$ cat src/rtl/gbts_pkg.sv
// shared types, constants and helpers for the gap buffer text store
package gbts_pkg;

  // store geometry
  localparam int CAPACITY = 1024;
  localparam int ADDR_W   = $clog2(CAPACITY);
  localparam int IDX_W    = ADDR_W + 1;

  // command queue between front and back
  localparam int QUEUE_DEPTH = 2;
  localparam int QPTR_W      = $clog2(QUEUE_DEPTH);
  localparam int QCNT_W      = $clog2(QUEUE_DEPTH + 1);

  // command codes on the request port
  localparam logic [2:0] CMD_INSERT    = 3'd0;
  localparam logic [2:0] CMD_BACKSPACE = 3'd1;
  localparam logic [2:0] CMD_LEFT      = 3'd2;
  localparam logic [2:0] CMD_RIGHT     = 3'd3;
  localparam logic [2:0] CMD_MOVE      = 3'd4;
  localparam logic [2:0] CMD_END       = 3'd5;

  // status codes on the result port
  localparam logic [1:0] ST_DONE     = 2'd0;
  localparam logic [1:0] ST_FULL     = 2'd1;
  localparam logic [1:0] ST_PAST_END = 2'd2;

  // request and result payloads
  typedef struct packed {
    logic [2:0]       command;
    logic [7:0]       char_in;
    logic [IDX_W-1:0] position;
  } gbts_request_t;

  typedef struct packed {
    logic [IDX_W-1:0] cursor;
    logic [IDX_W-1:0] text_length;
    logic [1:0]       status;
  } gbts_result_t;

  // decoded operation held in the queue
  typedef enum logic [2:0] {
    OP_INSERT,
    OP_BACKSPACE,
    OP_LEFT,
    OP_RIGHT,
    OP_MOVE,
    OP_END,
    OP_NONE
  } gbts_op_t;

  typedef struct packed {
    gbts_op_t         op;
    logic [7:0]       char_in;
    logic [IDX_W-1:0] position;
  } gbts_entry_t;

  // head of the queue as seen by the back end
  typedef struct packed {
    logic        valid;
    gbts_entry_t entry;
  } gbts_head_t;

  // back end sequencer states
  typedef enum logic [1:0] {
    BK_IDLE,
    BK_MOVE,
    BK_COPY
  } gbts_back_state_t;

  // characters held: cursor plus capacity minus gap end
  function automatic logic [IDX_W-1:0] held_length(input logic [IDX_W-1:0] cursor,
                                                   input logic [IDX_W-1:0] gap_end);
    logic [IDX_W:0] sum;
    sum = {1'b0, cursor} + (IDX_W+1)'(CAPACITY) - {1'b0, gap_end};
    return sum[IDX_W-1:0];
  endfunction

endpackage

$ cat src/rtl/gbts_front.sv
// front end: command decode and a short queue toward the back end
module gbts_front
  import gbts_pkg::*;
(
  input  logic          clk,
  input  logic          rst,
  input  logic          start,
  output logic          busy,
  input  gbts_request_t request,
  input  logic          pop,
  output gbts_head_t    head
);

  gbts_entry_t       entries [QUEUE_DEPTH];
  logic [QPTR_W-1:0] wr_ptr;
  logic [QPTR_W-1:0] rd_ptr;
  logic [QCNT_W-1:0] count;
  logic              push;
  gbts_entry_t       decoded;

  // classify the incoming command
  always_comb begin
    decoded.char_in  = request.char_in;
    decoded.position = request.position;
    case (request.command)
      CMD_INSERT:    decoded.op = OP_INSERT;
      CMD_BACKSPACE: decoded.op = OP_BACKSPACE;
      CMD_LEFT:      decoded.op = OP_LEFT;
      CMD_RIGHT:     decoded.op = OP_RIGHT;
      CMD_MOVE:      decoded.op = OP_MOVE;
      CMD_END:       decoded.op = OP_END;
      default:       decoded.op = OP_NONE;
    endcase
  end

  // transfer in when the queue has room
  assign busy = (count == QCNT_W'(QUEUE_DEPTH));
  assign push = start && !busy;

  // queue storage
  always_ff @(posedge clk) begin
    if (push) begin
      entries[wr_ptr] <= decoded;
    end
  end

  // queue pointers and fill count
  always_ff @(posedge clk) begin
    if (rst) begin
      wr_ptr <= '0;
      rd_ptr <= '0;
      count  <= '0;
    end else begin
      if (push) begin
        wr_ptr <= (wr_ptr == QPTR_W'(QUEUE_DEPTH - 1)) ? '0 : wr_ptr + QPTR_W'(1);
      end
      if (pop) begin
        rd_ptr <= (rd_ptr == QPTR_W'(QUEUE_DEPTH - 1)) ? '0 : rd_ptr + QPTR_W'(1);
      end
      case ({push, pop})
        2'b10:   count <= count + QCNT_W'(1);
        2'b01:   count <= count - QCNT_W'(1);
        default: count <= count;
      endcase
    end
  end

  // head of queue
  assign head.valid = (count != '0);
  assign head.entry = entries[rd_ptr];

endmodule

$ cat src/rtl/gbts_back.sv
// back end: executes commands on the text memory and reports results
module gbts_back
  import gbts_pkg::*;
(
  input  logic         clk,
  input  logic         rst,
  input  gbts_head_t   head,
  output logic         pop,
  output logic         done,
  output gbts_result_t result
);

  logic [7:0]       mem [CAPACITY];
  logic [7:0]       rd_data;
  logic [ADDR_W-1:0] rd_addr;
  logic [ADDR_W-1:0] wr_addr;
  logic [7:0]       wr_data;
  logic             wr_en;

  gbts_back_state_t state, state_next;
  logic [IDX_W-1:0] cursor, cursor_next;
  logic [IDX_W-1:0] gap_end, gap_end_next;
  logic [IDX_W-1:0] target, target_next;
  logic [1:0]       status, status_next;
  logic             done_next;
  logic [IDX_W-1:0] length;
  logic             full;
  logic             at_start;
  logic             at_end;

  assign length   = held_length(cursor, gap_end);
  assign full     = (cursor >= gap_end);
  assign at_start = (cursor == '0);
  assign at_end   = (gap_end == IDX_W'(CAPACITY));

  // text memory, registered read
  always_ff @(posedge clk) begin
    if (wr_en) begin
      mem[wr_addr] <= wr_data;
    end
    rd_data <= mem[rd_addr];
  end

  // next state
  always_comb begin
    state_next = state;
    case (state)
      BK_IDLE: begin
        if (head.valid) begin
          case (head.entry.op)
            OP_LEFT, OP_RIGHT, OP_END: state_next = BK_MOVE;
            OP_MOVE: state_next = (head.entry.position > length) ? BK_IDLE : BK_MOVE;
            default: state_next = BK_IDLE;
          endcase
        end
      end
      BK_MOVE: state_next = (cursor == target) ? BK_IDLE : BK_COPY;
      BK_COPY: state_next = BK_MOVE;
      default: state_next = BK_IDLE;
    endcase
  end

  // datapath and outputs
  always_comb begin
    pop          = 1'b0;
    wr_en        = 1'b0;
    wr_addr      = cursor[ADDR_W-1:0];
    wr_data      = head.entry.char_in;
    rd_addr      = gap_end[ADDR_W-1:0];
    cursor_next  = cursor;
    gap_end_next = gap_end;
    target_next  = target;
    status_next  = status;
    done_next    = 1'b0;
    case (state)
      BK_IDLE: begin
        if (head.valid) begin
          pop = 1'b1;
          case (head.entry.op)
            OP_INSERT: begin
              done_next = 1'b1;
              if (full) begin
                status_next = ST_FULL;
              end else begin
                status_next = ST_DONE;
                wr_en       = 1'b1;
                cursor_next = cursor + IDX_W'(1);
              end
            end
            OP_BACKSPACE: begin
              done_next   = 1'b1;
              status_next = ST_DONE;
              if (!at_start) begin
                cursor_next = cursor - IDX_W'(1);
              end
            end
            OP_LEFT: begin
              target_next = at_start ? cursor : cursor - IDX_W'(1);
            end
            OP_RIGHT: begin
              target_next = at_end ? cursor : cursor + IDX_W'(1);
            end
            OP_MOVE: begin
              if (head.entry.position > length) begin
                done_next   = 1'b1;
                status_next = ST_PAST_END;
              end else begin
                target_next = head.entry.position;
              end
            end
            OP_END: begin
              target_next = length;
            end
            default: begin
              done_next   = 1'b1;
              status_next = ST_DONE;
            end
          endcase
        end
      end
      BK_MOVE: begin
        // fetch the character that crosses the gap
        if (cursor == target) begin
          done_next   = 1'b1;
          status_next = ST_DONE;
        end else if (cursor < target) begin
          rd_addr = gap_end[ADDR_W-1:0];
        end else begin
          rd_addr = ADDR_W'(cursor - IDX_W'(1));
        end
      end
      BK_COPY: begin
        // store it on the other side and shift both edges
        wr_en   = 1'b1;
        wr_data = rd_data;
        if (cursor < target) begin
          wr_addr      = cursor[ADDR_W-1:0];
          cursor_next  = cursor + IDX_W'(1);
          gap_end_next = gap_end + IDX_W'(1);
        end else begin
          wr_addr      = ADDR_W'(gap_end - IDX_W'(1));
          cursor_next  = cursor - IDX_W'(1);
          gap_end_next = gap_end - IDX_W'(1);
        end
      end
      default: begin
      end
    endcase
  end

  // control and index registers
  always_ff @(posedge clk) begin
    if (rst) begin
      state   <= BK_IDLE;
      cursor  <= '0;
      gap_end <= IDX_W'(CAPACITY);
      status  <= ST_DONE;
      done    <= 1'b0;
    end else begin
      state   <= state_next;
      cursor  <= cursor_next;
      gap_end <= gap_end_next;
      status  <= status_next;
      done    <= done_next;
    end
  end

  // move target
  always_ff @(posedge clk) begin
    target <= target_next;
  end

  // result transfer
  assign result.cursor      = cursor;
  assign result.text_length = length;
  assign result.status      = status;

endmodule

$ cat src/rtl/gap_buffer_text_store.sv
// Gap buffer text store of CAPACITY bytes with an edit cursor. A command is taken when start
// is high and busy is low; a two-entry queue lets up to two commands wait while the back end
// works. Every command gives one result on result, marked by done for one cycle; results
// cannot be held off. Insert, backspace, an ignored move and unused codes are finished in the
// idle state when they reach the head of the queue and report through the done register.
// Left, right, move to position and move to end pass each character across the gap in turn:
// the move state reads it from the registered-read text memory, and the copy state writes it.
module gap_buffer_text_store
  import gbts_pkg::*;
(
  input  logic          clk,
  input  logic          rst,
  input  logic          start,
  output logic          busy,
  input  gbts_request_t request,
  output logic          done,
  output gbts_result_t  result
);

  gbts_head_t head;
  logic       pop;

  gbts_front u_front (
    .clk     (clk),
    .rst     (rst),
    .start   (start),
    .busy    (busy),
    .request (request),
    .pop     (pop),
    .head    (head)
  );

  gbts_back u_back (
    .clk    (clk),
    .rst    (rst),
    .head   (head),
    .pop    (pop),
    .done   (done),
    .result (result)
  );

  // the back end only takes from a queue that holds something
  a_pop_valid: assert property (@(posedge clk) disable iff (rst) pop |-> head.valid)
    else $error("pop from empty command queue");

  // the cursor never passes the end of the text
  a_cursor_in_text: assert property (@(posedge clk) disable iff (rst)
    result.cursor <= result.text_length)
    else $error("cursor beyond text length");

  // a transfer in leaves the queue holding something on the next cycle
  a_push_lands: assert property (@(posedge clk) disable iff (rst)
    (start && !busy) |=> head.valid)
    else $error("accepted command missing from queue");

endmodule
$ cat config.mk
export PLATFORM = sky130hd
export DESIGN_NAME = gap_buffer_text_store
export DESIGN_NICKNAME = d
export VERILOG_FILES = /design/src/rtl/gbts_pkg.sv /design/src/rtl/gbts_front.sv /design/src/rtl/gbts_back.sv /design/src/rtl/gap_buffer_text_store.sv
export SDC_FILE = /design/constraint.sdc
export NUM_CORES = 1
export LEC_CHECK = 0
export BUFFER_PORTS_ARGS = -buffer_cell sky130_fd_sc_hd__buf_2
export CORE_ASPECT_RATIO = 1.25
export CORE_UTILIZATION = 55
export CTS_CLUSTER_DIAMETER = 150
export DETAILED_ROUTE_END_ITERATION = 6
export PLACE_DENSITY = 0.78
export SYNTH_ARGS = -nofsm -noshare
export SYNTH_HDL_FRONTEND = slang
export SYNTH_SLANG_ARGS = --single-unit
$ cat constraint.sdc
create_clock -name clk -period 4.5 [get_ports clk]
set_clock_uncertainty 0.2 [all_clocks]
set_input_delay 0 -clock clk [delete_from_list [all_inputs] [get_ports clk]]
set_output_delay 0 -clock clk [all_outputs]
set_load 0.005 [all_outputs]
==> results.ini <==
[sta]
setup_slack_ns=0.1332
period_share_pct=97.04
fin_crit_ns=4.367
setup_violations=0
fmax_ghz=0.2290
drv_slew=0
worst_pin_slew_ns=1.241
maxSlewHeadroom_pct=17.25
setup_tns_ns=0
finalHoldViolCount=0

[worst_setup_path]
worstSetupStartpointType=register
worst-path-buf-inv=3
crit_slowest_cell=fa_1
path_max_fanout=5
r2r_cells=18
crit_required_ns=4.35
cp.arrival_ns=4.22
worstSetupPathType=register to register
rr_startpoint=u_back.gap_end[1]
crit_family=compound AO/OA/AOI/OAI gates
path_cells=inv_1, ha_4, fa_1, a211oi_2, o21ai_0, a21oi_1, o21bai_1, a21oi_1, xor2_1, ha_1, a21o_1, a21oi_2, nand2_1, o21ai_2, o41ai_2, buf_4, nor3_4, clkbuf_16
r2r_end=u_back.target[10]
slowest_delay_ns=0.49
r2r_slack_ns=0.13
cp_common_cell=a21oi_1
crit_path_end_kind=register

[floorplan]
die_h_um=115.0
row_count=40
die_area_um2=10630
core_um2=9759
ioPinCount=51
start_util_pct=57.58
die_w_um=92.41

[drt]
ant_nets=0
num_vias=5471
routed_wl_mm=17.27
routedWlPerCell_um=20.44
drtPass1Iterations=7
drc=1
vias_per_cell=6.475
drtIter0Drc=403

[min_path]
hold_end=u_front.entries[1][4]
whs_path_depth=2
min_from=request[4]
min_path_type=input pin to register

[pwr]
power-per-cell-area_nw_per_um2=566.9
power.leakage_uw=0.002815
vdd_drop_max_v=0.0004086

[logic_synthesis]
synth_top_family_by_area=compound AO/OA/AOI/OAI gates
ys.flop_type=edfxtp_1
yosys.area_share.adder_pct=14.07
synth_compound_area_share_pct=21.31
synthXorXnorAreaFrac_pct=4.364
synthSimpleGateAreaFrac_pct=18.88
synth_cells=644
syn-num-nets=728
synth_seq_cells=71
yosysUniqueCellTypes=68
async_flop_share_pct=0
synth-seq-area-share_pct=32.24
synth.mux.area_fraction_pct=3.474
synth_edf_count=39
syn_area_um2=5619
synth_area_per_cell_um2=8.725
yosysWarningCount=0

[placed_design]
place_congestion=1.029
pre_cts_ws_ns=-0.1162
post-dp-hpwl_mm=12.85
port_buffers=42
placed_area_um2=6095

[global_route]
grtUsageTotal_pct=33.56
first_global_vias=5338
gr-total-overflow=0
grt_pass1_wl_mm=26.99
grt_start_max_net_pins=35
antenna_found_initial=0

[run_status]
failed_checks=DRC
status=finished with violations

[final_layout]
fin_area_um2=6676
drive_gt1_share_pct=17.66
area_growth_pct=18.82
diodes=0
nets=798
num-fill-cells=780
utilization_pct=68.41

[cts]
cts_buffer_depth=2
clk_latency_ns=0.34
cts_tree=yes
cts_sinks=71
h-tree-depth=3
clkTransAtPathRegs_ns=0.06
cts_root_buffer=clkbuf_16
cts_buffers=9

[flow_run]
maxCapViolCount=0

[where the power goes]
group          internal, µW  total (µW)  switching (µW)
logic                   876        2130            1250
registers               842         919            76.7
clock network           437         735             299
total                  2150        3780            1630
[how the worst max path moves through the flow]
| stage | start | end | slack [ns] | cells past startpoint |
|---|---|---|---|---|
| 2_1_floorplan | u_back.cursor[0] | u_back.target[0] | 0.02 | 20 |
| 3_3_place_gp | u_back.gap_end[1] | u_back.target[3] | 0.04 | 20 |
| 3_5_place_dp | u_back.gap_end[1] | u_back.target[6] | -0.12 | 20 |
| 4_1_cts | u_back.gap_end[1] | u_back.target[9] | 0.01 | 21 |
| 5_1_grt | u_back.gap_end[1] | u_back.target[10] | -0.04 | 18 |
| 6_report | u_back.gap_end[1] | u_back.target[10] | 0.13 | 18 |
[flip-flops by register name (all words and copies together) (netlist names), named ones only]
signal	count
u_back.done	1
u_front.rd_ptr	1
u_back.cursor	11
u_back.gap_end	11
u_front.count	2
u_front.wr_ptr	1
u_back.target	11
u_back.state	2
u_front.entries	28
u_back.status	2
[routing by layer]
metal | vias up | global-route usage [%] | share of wire, %
met5 | - | 0 | 0
met4 | 0 | 21.35 | 6.2
met3 | 79 | 7.672 | 8.5
met2 | 305 | 57.43 | 48
met1 | 2580 | 37.63 | 38
li1 | 2507 | - | -
[cells in the mapped netlist, drive strengths merged (3+ instances only)]
library cell,number,area [µm²]
nor3b,3,22.52
a221oi,4,35.03
nor2,45,168.9
a221o,4,40.04
a211oi,14,105.1
nor3,28,145.1
o211ai,6,45.04
nand2b,5,31.28
o32ai,3,26.28
a31oi,11,68.82
nor2b,5,31.28
edfxtp,39,1171
o21a,4,30.03
or3,10,67.56
nand4,6,37.54
fa,7,140.1
dfxtp,32,640.6
clkbuf,19,71.32
o41ai,3,26.28
nor4,3,33.78
xor2,10,87.58
o21bai,5,37.54
mux2,12,135.1
buf,11,55.05
nand2,55,206.5
nand3b,4,30.03
inv,51,191.4
nand3,20,100.1
a21o,9,67.56
a311oi,3,26.28
xnor2,18,157.7
nor4b,3,26.28
a21boi,3,22.52
ha,52,650.6
and2,8,50.05
mux2i,6,60.06
or2,6,37.54
o21ai,41,205.2
a21oi,46,230.2
and3,4,25.02
[cell families after synthesis]
family	count (synthesis)
buffers and inverters	81
AND/OR/NAND/NOR	210
multiplexers	18
flip-flops	71
AO/OA/AOI/OAI	177
XOR/XNOR	28
adder cells (fa/ha/maj)	59
[cells in the final DEF (no fill, tap or decap), types with 9 or more instances in the layout]
master and count:
nand2_1 55, inv_1 50, ha_1 49, nor2_1 45, a21oi_1 45, buf_2 42, edfxtp_1 39, o21ai_0 32
dfxtp_1 32, buf_4 27, nor3_1 26, nand3_1 20, xnor2_1 18, dlygate4sd3_1 17, a211oi_1 13, mux2_2 11
a31oi_1 11, xor2_1 10, clkbuf_16 10, a21o_1 9, or3_1 9
[stage by stage]
stage / hold WS, ns / std cells / power (µW)
2_1_floorplan: -0.1011 / 644 / 2232
3_3_place_gp: -0.01196 / 809 / 2803
3_5_place_dp: -0.004598 / 809 / 2860
4_1_cts: 0.1819 / 842 / 3624
5_1_grt: 0.1919 / 845 / 3997
6_report: 0.1898 / 845 / 3785
[worst register-to-register path, delay by kind of cell, from the launching register on]
family                     cells  cell delay, ns
buffers and inverters          3            0.47
DFF                            1            0.34
adders and majority gates      3            0.96
xor gates and xnor gates       1            0.26
and+or+nand+nor                2            0.37
AOI/OAI and AO/OA              9            1.49
[area by class of cell]
class	instances	area [µm²]	share of cell area (%)
inverters	51	191.4	2.867
repair buffers	89	639.4	9.576
multi-input cells	492	3571	53.49
well taps	126	157.7	2.361
clock inverters	7	80.08	1.199
clock buffers	9	225.2	3.373
flip-flops and latches	71	1812	27.14
[what timing repair did]
action,CTS,global route
pin swaps,0,8
buffers inserted,0,2
endpoints found under the hold margin,31,0
gates cloned,0,1
setup endpoints to repair,15,15
hold buffers,17,0
resized for setup,2,15
(Power assumes the default switching activity.)
